`src/rtl/cbwa_pkg.sv`:
```
// shared types and constants for the code-binned weighted accumulator
package cbwa_pkg;

    localparam int NUM_BINS_DEF = 16;
    localparam int CODE_W       = 8;
    localparam int NIB_W        = 4;
    localparam int VAL_W        = 16;
    localparam int PROD_W       = 2 * VAL_W;
    localparam int ACC_W        = 48;
    localparam int BIN_W        = 4;

    localparam logic signed [ACC_W-1:0] ACC_MAX = {1'b0, {(ACC_W-1){1'b1}}};
    localparam logic signed [ACC_W-1:0] ACC_MIN = {1'b1, {(ACC_W-1){1'b0}}};

    typedef struct packed {
        logic [CODE_W-1:0]       code_byte;
        logic signed [VAL_W-1:0] query_even;
        logic signed [VAL_W-1:0] query_odd;
        logic signed [VAL_W-1:0] step_even;
        logic signed [VAL_W-1:0] step_odd;
        logic                    odd_valid;
        logic                    final_item;
    } t_in_item;

    typedef struct packed {
        logic [BIN_W-1:0]        bin_index;
        logic signed [ACC_W-1:0] bin_sum;
        logic                    last_bin;
    } t_out_item;

    typedef enum logic [3:0] {
        S_IDLE = 4'b0001,
        S_EVEN = 4'b0010,
        S_ODD  = 4'b0100,
        S_EMIT = 4'b1000
    } t_state;

    // controller to datapath
    typedef struct packed {
        logic load;
        logic add_even;
        logic add_odd;
        logic emit;
    } t_cmd;

    // datapath to controller
    typedef struct packed {
        logic odd_valid;
        logic final_item;
        logic out_free;
        logic emit_last;
    } t_status;

endpackage

```
`src/rtl/cbwa_ctrl.sv`:
```
// controller state machine for the code-binned weighted accumulator
module cbwa_ctrl (
    input  logic             i_clk,
    input  logic             i_rst_n,
    input  logic             i_in_valid,
    output logic             o_in_stall,
    input  cbwa_pkg::t_status i_status,
    output cbwa_pkg::t_cmd   o_cmd
);
    import cbwa_pkg::*;

    t_state r_state;
    t_state n_state;

    always_comb begin
        n_state = r_state;
        o_cmd   = '0;
        unique case (r_state)
            S_IDLE: begin
                if (i_in_valid) begin
                    o_cmd.load = 1'b1;
                    n_state    = S_EVEN;
                end
            end
            S_EVEN: begin
                o_cmd.add_even = 1'b1;
                if (i_status.odd_valid) begin
                    n_state = S_ODD;
                end else if (i_status.final_item) begin
                    n_state = S_EMIT;
                end else begin
                    n_state = S_IDLE;
                end
            end
            S_ODD: begin
                o_cmd.add_odd = 1'b1;
                n_state = i_status.final_item ? S_EMIT : S_IDLE;
            end
            S_EMIT: begin
                // one bin per free output slot
                if (i_status.out_free) begin
                    o_cmd.emit = 1'b1;
                    if (i_status.emit_last) begin
                        n_state = S_IDLE;
                    end
                end
            end
            default: begin
                n_state = S_IDLE;
            end
        endcase
    end

    assign o_in_stall = (r_state != S_IDLE);

    always_ff @(posedge i_clk) begin
        if (!i_rst_n) begin
            r_state <= S_IDLE;
        end else begin
            r_state <= n_state;
        end
    end

endmodule

```
`src/rtl/cbwa_datapath.sv`:
```
// multipliers, bin accumulators with saturation, and output register
module cbwa_datapath #(
    parameter int NUM_BINS = cbwa_pkg::NUM_BINS_DEF
) (
    input  logic                i_clk,
    input  logic                i_rst_n,
    input  cbwa_pkg::t_in_item  i_in_item,
    input  cbwa_pkg::t_cmd      i_cmd,
    output cbwa_pkg::t_status   o_status,
    output logic                o_out_valid,
    input  logic                i_out_stall,
    output cbwa_pkg::t_out_item o_out_item
);
    import cbwa_pkg::*;

    localparam int CNT_W = $clog2(NUM_BINS);

    logic signed [PROD_W-1:0] r_prod_even;
    logic signed [PROD_W-1:0] r_prod_odd;
    logic [CNT_W-1:0]         r_bin_even;
    logic [CNT_W-1:0]         r_bin_odd;
    logic                     r_odd_valid;
    logic                     r_final;
    logic [CNT_W-1:0]         r_cnt;
    logic signed [ACC_W-1:0]  r_acc [NUM_BINS];
    logic                     r_out_valid;
    t_out_item                r_out_item;

    logic [CNT_W-1:0]         rd_idx;
    logic signed [ACC_W-1:0]  acc_rd;
    logic signed [PROD_W-1:0] addend;
    logic signed [ACC_W:0]    sum;
    logic signed [ACC_W-1:0]  sat_sum;
    logic                     out_free;
    logic                     cnt_last;

    assign rd_idx = i_cmd.add_odd ? r_bin_odd : (i_cmd.emit ? r_cnt : r_bin_even);
    assign acc_rd = r_acc[rd_idx];
    assign addend = i_cmd.add_odd ? r_prod_odd : r_prod_even;
    assign sum    = {acc_rd[ACC_W-1], acc_rd} + (ACC_W+1)'(addend);

    always_comb begin
        if (sum[ACC_W] != sum[ACC_W-1]) begin
            sat_sum = sum[ACC_W] ? ACC_MIN : ACC_MAX;
        end else begin
            sat_sum = sum[ACC_W-1:0];
        end
    end

    assign out_free = !r_out_valid || !i_out_stall;
    assign cnt_last = (r_cnt == CNT_W'(NUM_BINS - 1));

    assign o_status.odd_valid  = r_odd_valid;
    assign o_status.final_item = r_final;
    assign o_status.out_free   = out_free;
    assign o_status.emit_last  = cnt_last;

    // operands captured on the input transfer
    always_ff @(posedge i_clk) begin
        if (i_cmd.load) begin
            r_prod_even <= i_in_item.query_even * i_in_item.step_even;
            r_prod_odd  <= i_in_item.query_odd * i_in_item.step_odd;
            r_bin_even  <= CNT_W'(i_in_item.code_byte[NIB_W-1:0]);
            r_bin_odd   <= CNT_W'(i_in_item.code_byte[CODE_W-1:NIB_W]);
            r_odd_valid <= i_in_item.odd_valid;
            r_final     <= i_in_item.final_item;
        end
    end

    // accumulators: add on even/odd steps, clear each bin as it is emitted
    always_ff @(posedge i_clk) begin
        if (!i_rst_n) begin
            for (int k = 0; k < NUM_BINS; k++) begin
                r_acc[k] <= '0;
            end
        end else if (i_cmd.add_even || i_cmd.add_odd) begin
            r_acc[rd_idx] <= sat_sum;
        end else if (i_cmd.emit) begin
            r_acc[rd_idx] <= '0;
        end
    end

    always_ff @(posedge i_clk) begin
        if (!i_rst_n) begin
            r_cnt <= '0;
        end else if (i_cmd.emit) begin
            r_cnt <= cnt_last ? '0 : r_cnt + 1'b1;
        end
    end

    always_ff @(posedge i_clk) begin
        if (!i_rst_n) begin
            r_out_valid <= 1'b0;
        end else if (i_cmd.emit) begin
            r_out_valid <= 1'b1;
        end else if (!i_out_stall) begin
            r_out_valid <= 1'b0;
        end
    end

    always_ff @(posedge i_clk) begin
        if (i_cmd.emit) begin
            r_out_item.bin_index <= BIN_W'(r_cnt);
            r_out_item.bin_sum   <= acc_rd;
            r_out_item.last_bin  <= cnt_last;
        end
    end

    assign o_out_valid = r_out_valid;
    assign o_out_item  = r_out_item;

endmodule

```
`src/rtl/code_binned_weighted_accumulator.sv`:
```
// top level: 16-bin code-indexed accumulator of query x step products
// an item is taken in idle, then added in the even step and, if its odd half is present, in the odd step
// the input stalls whenever the controller is not idle, so no new item is taken before the last is done
// on a final item the 16 bin sums follow, one per cycle while the output is not stalled
// one output register; the single accumulator read/write port sets the per-item cost
// synchronous active-low reset clears all bins to zero and returns the controller to idle
module code_binned_weighted_accumulator #(
    parameter int NUM_BINS = cbwa_pkg::NUM_BINS_DEF
) (
    input  logic                i_clk,
    input  logic                i_rst_n,
    input  logic                i_in_valid,
    output logic                o_in_stall,
    input  cbwa_pkg::t_in_item  i_in_item,
    output logic                o_out_valid,
    input  logic                i_out_stall,
    output cbwa_pkg::t_out_item o_out_item
);
    import cbwa_pkg::*;

    t_cmd    cmd;
    t_status status;

    cbwa_ctrl u_ctrl (
        .i_clk      (i_clk),
        .i_rst_n    (i_rst_n),
        .i_in_valid (i_in_valid),
        .o_in_stall (o_in_stall),
        .i_status   (status),
        .o_cmd      (cmd)
    );

    cbwa_datapath #(
        .NUM_BINS (NUM_BINS)
    ) u_datapath (
        .i_clk       (i_clk),
        .i_rst_n     (i_rst_n),
        .i_in_item   (i_in_item),
        .i_cmd       (cmd),
        .o_status    (status),
        .o_out_valid (o_out_valid),
        .i_out_stall (i_out_stall),
        .o_out_item  (o_out_item)
    );

endmodule

```
`config.mk`:
```
export PLATFORM = sky130hd
export DESIGN_NAME = code_binned_weighted_accumulator
export DESIGN_NICKNAME = d
export VERILOG_FILES = /design/src/rtl/cbwa_pkg.sv /design/src/rtl/cbwa_ctrl.sv /design/src/rtl/cbwa_datapath.sv /design/src/rtl/code_binned_weighted_accumulator.sv
export SDC_FILE = /design/constraint.sdc
export NUM_CORES = 2
export LEC_CHECK = 0
export BUFFER_PORTS_ARGS = -buffer_cell sky130_fd_sc_hd__buf_2
export CAP_MARGIN = 20
export CORE_ASPECT_RATIO = 0.75
export CORE_MARGIN = 2
export CORE_UTILIZATION = 45
export DETAILED_ROUTE_END_ITERATION = 8
export GPL_TIMING_DRIVEN = 0
export PLACE_DENSITY = 0.65
export SETUP_SLACK_MARGIN = 0.4
export SYNTH_ARGS = -nofsm -noshare
export SYNTH_HDL_FRONTEND = slang
export SYNTH_SLANG_ARGS = --single-unit
```
`constraint.sdc`:
```
create_clock -name i_clk -period 7.11 [get_ports i_clk]
set_clock_uncertainty 0.1 [all_clocks]
set_input_delay 0.711 -clock i_clk [delete_from_list [all_inputs] [get_ports i_clk]]
set_output_delay 0.711 -clock i_clk [all_outputs]
set_load 0.005 [all_outputs]
```
# After elaboration in Yosys (flattened, before gate mapping)
# Memories as Yosys holds them, arrays and structs flattened.
# Index checks and enable logic that the tools add are counted.
# word_totals
register_bits	136
ramBits	768
out_inout_bits	55
inputBits	78
n_memories	1
wordCells	67
# classes
n_mux	32
n_bitwise	1
n_addsub	2
multipliers	2
n_eq_ne	11
reduce_logical	6
# mem_list
name	words	word_bits	rd	rd_ports_with_merged_regs	wr	line	text
u_datapath.r_acc	16	48	1	0	16	cbwa_datapath.sv:25	logic signed [ACC_W-1:0] r_acc [NUM_BINS];
# op_table
cell	n
48-bit two-way mux	4
16-bit by 16-bit multiplier with 32-bit output	2
48-bit by 32-bit adder with 49-bit output	1
48-bit OR reduction	1
4-bit two-way mux	9
32-bit two-way mux	1
1-bit two-way mux	17
4-bit case mux with 4 select lines	1
4-bit equality test (second input constant)	2
2-bit by 1-bit inequality test with 1-bit output (second input constant)	3
4-bit by 1-bit adder with 4-bit output (second input constant)	1
4-bit by 1-bit equality test with 1-bit output (second input constant)	1
4-bit by 2-bit equality test with 1-bit output (second input constant)	1
4-bit by 3-bit equality test with 1-bit output (second input constant)	1
4-bit by 1-bit inequality test with 1-bit output (second input constant)	1
3-bit AND reduction	1
1-bit logical NOT	2
1-bit logical OR	2
2-bit inequality test (second input constant)	1
1-bit inequality test	1
1-bit OR	1

# Logic depth before layout (Yosys ltp)
# An unclocked memory read counts as a cell.
# depth
depth_word	12
mapped_depth	26
depth_no_buf	23

# By module
# A second synthesis with hierarchy kept.
# hier_totals
cells_unflattened	5052
area_unflattened_um2	60586.9
# modules_own_cells
module	n_inst	cells_each	area_each_um2
cbwa_datapath	1	5025	60365.4
cbwa_ctrl	1	27	221.5

# Least setup slack after synthesis
# Ideal clock, no wire load.
# synth_path
path_type	input-to-reg
from	input i_out_stall
to	memory u_datapath.r_acc[6][0] (enable)
cell_stages	8
arrival_time_ns	6.394
n_path_buf	3
path_slack_ns	0.096
cell_sequence	a21oi_2 > buf_2 > mux2i_1 > o21ai_1 > clkbuf_1 > clkbuf_1 > nand2_1 > o21ai_0
# synth_lines
item	line	text
from (decl)	code_binned_weighted_accumulator.sv:16	input logic i_out_stall,
to (decl)	cbwa_datapath.sv:25	

==> results.txt <==
# hold bufs at CTS: 0
clk slew on worst S/H paths: 60 ps
core area: 133000 um^2
crit end category: flip-flop
# H-tree levels: 3
reg2reg start: u_ctrl.r_state[2]$_SDFFE_PN0P_
EDFF count, synth: 895
Unique masters post-synth: 79
vias per cell: 5.70
WL met1: 77.4 mm
Ports: 133
max-slew violation count: 0
Worst-Margin Slew: 1070 ps
Worst Path Max Fanout: 21
Slowest-stage cell, CP: o21ai_2
die width: 427 um
Mapped Area: 60500 um^2
number of cells on the critical path: 22
DR WL met3: 24.9 mm
FF+latch area: 27100 um^2
Via Count: 42000
Min-Delay Endpoint: u_datapath.r_final$_DFFE_PP_
die area: 137000 um^2
Nets: 6320
Req. time, crit path: 7450 ps
DR WL met2: 76.5 mm
Area growth syn-to-layout: 15.7%
Routed wire per std cell: 25.1 um
port buffer count: 131
final hold violation count: 0
arrival time worst endpoint: 6980 ps
CP Class: reg2reg
Pre-Repair DR Iteration Count: 6
first-pass GRT wire length: 269 mm
post-synthesis instance total: 5124
Post-Syn Area per Cell: 11.8 um^2
grt total ovfl: 0
clock root buffer master: clkbuf_16
commonest non-fill, non-tap cell in the layout: edfxtp_1
Hold Path Origin: i_in_item[0]
row cnt: 116
Top FF cell, synth: edfxtp_1
fin util: 52.5%
max cap viols: 0
pre-CTS WS: -2040 ps
Top delay family on crit path: compound AO/OA/AOI/OAI gates
number of synthesis warnings: 0
Final setup viols: 0
CP max stage delay: 470 ps
Slew HR: 28.6%
RSZ-0062 raised after global routing: yes
number of DRC markers in iteration 0: 6052
clock latency on the worst-skew pair: 710 ps
Num CTS Buffers: 90
crit-path cells: nor2_2, nand3b_1, a21oi_4, buf_12, mux2i_1, o21a_1, clkbuf_4, buf_6, a31oi_2, buf_4, ha_1, nand4_1, nor3_1, nand2_1, a2111oi_4, nor3b_4, o21ai_2, nor2_4, buf_12, o21ai_4, buf_4, nor2_1
Clock Path Buffers: 3
Hold WS: 102 ps
share of cells above drive strength 1: 18.9%
most frequent cells in the layout: edfxtp_1, nor2_1, inv_1
DR top layer: met5
antenna violations before repair: 14
final worst slack: 466 ps
CTS tree: done
largest net degree at the start of global routing: 65
area of the multi-input gates: 31100 um^2
reg-to-reg endpoint: u_datapath.r_acc[8][12]$_SDFFCE_PN0P_
initial standard-cell utilization of the core: 45.3%
outcome: complete, no violations
number of global-route vias before repair: 41000
R2R setup slack: 470 ps
Routed Antenna Nets: 0
post-DP HPWL: 140 mm
Fmax: 151 MHz
minimum clock period: 6640 ps
worst path buffer plus inverter count: 6
Routability Congestion: 0.940
Worst Hold Depth: 1
Synth Register Bits: 904
drt total wl: 184 mm
period utilization: 93.4%
crit start category: flip-flop
DR DRC count: 0
register area share after synthesis: 44.7%
Setup TNS: 0 ps
GRT Total Usage: 26.8%
asr flop ratio synth: 0%
# fillers: 11400
Syn Nets: 5940
R2R depth: 22
Hold/Removal Path Class: in2reg
Die Span Y: 321 um
clk sinks: 904
per-stage QoR:
step           area, um^2  std cells
3_5_place_dp        64200       7065
3_3_place_gp        63300       7025
4_1_cts             68700       7280
6_report            70000       7361
5_1_grt             69900       7349
2_1_floorplan       60500       5124
final cells by class:
| class | count | share of cell area (%) |
|---|---|---|
| repair buffers | 288 | 3.49 |
| clock buffers | 106 | 3.35 |
| clock inverters | 59 | 0.687 |
| flip-flops and latches | 904 | 38.7 |
| diodes | 14 | 0.0501 |
| plain buffers | 289 | 3.03 |
| multi-input cells | 3340 | 44.4 |
| well taps | 1770 | 3.16 |
| inverters | 591 | 3.17 |
cell families after synthesis:
kind of cell | synth area share, %
xor+xnor | 1.64
compound gates | 4.91
buf+inv | 5.78
fa+ha+maj | 21.8
mux | 7.88
flops | 44.7
simple gates | 13.2
registers in the layout, indices dropped and copies added, names as in the netlist:
| name | flops |
|---|---|
| u_datapath.o_out_valid | 1 |
| u_datapath.r_bin_odd | 4 |
| u_datapath.o_out_item | 53 |
| u_datapath.r_acc | 768 |
| u_datapath.r_final | 1 |
| u_datapath.r_cnt | 4 |
| u_ctrl.r_state | 4 |
| u_datapath.r_prod_even | 32 |
| u_datapath.r_bin_even | 4 |
| u_datapath.r_prod_odd | 32 |
| u_datapath.r_odd_valid | 1 |
synthesized netlist by cell type, drive strengths merged, types with 3 or more instances:
master    n  area, um^2
a211oi   15         123
a21boi    4        30.0
a21o     43         323
a21oi   148         842
a221o     3        30.0
a311oi    3        50.1
a31o      4        35.0
a31oi    64         437
a41o      3        30.0
a41oi     3        26.3
and2    267        1670
and3     58         363
buf     121         644
clkbuf  168         631
dfxtp     9         180
edfxtp  895       26900
fa      525       10500
ha      213        2670
inv     591        2220
mux2     32         360
mux2i     8        80.1
mux4    192        4320
nand2   518        1950
nand2b   30         195
nand3    31         155
nand4    13        81.3
nor2    825        3150
nor2b    16         100
nor3     27         170
nor4      3        18.8
o211ai    8        65.1
o21a     15         113
o21ai    90         511
o21bai   19         143
o221ai    3        26.3
o31ai     4        30.0
or2       5        31.3
or3      12        75.1
xnor2    79         692
xor2     34         298
worst max path at each step:
stage | start | end | slack, ps
6_report | u_ctrl.r_state[2]$_SDFFE_PN0P_ | u_datapath.r_acc[8][12]$_SDFFCE_PN0P_ | 470
5_1_grt | u_ctrl.r_state[2]$_SDFFE_PN0P_ | u_datapath.r_acc[3][45]$_SDFFCE_PN0P_ | 330
4_1_cts | i_in_item[39] | u_datapath.r_prod_odd[31]$_DFFE_PP_ | 380
3_5_place_dp | i_out_stall | u_datapath.r_acc[4][45]$_SDFFCE_PN0P_ | -2040
3_3_place_gp | i_out_stall | u_datapath.r_acc[4][19]$_SDFFCE_PN0P_ | -5000
2_1_floorplan | i_out_stall | u_datapath.r_acc[6][0]$_SDFFCE_PN0P_ | 100
per-layer routing:
| metal | GRT usage [%] | up-vias |
|---|---|---|
| met5 | 0 | - |
| met4 | 7.53 | 4 |
| met3 | 7.59 | 313 |
| met2 | 36.7 | 2584 |
| met1 | 41.3 | 21100 |
| li1 | - | 18000 |
timing repair:
action | CTS | global route
gates cloned | 2 | 1
buffers inserted | 48 | 65
setup endpoints to repair | 777 | 767
resized for setup | 358 | 251
pin swaps | 46 | 27
Power is not shown: default switching activity piles up to over one toggle a cycle in this logic, so the estimate is an artifact.
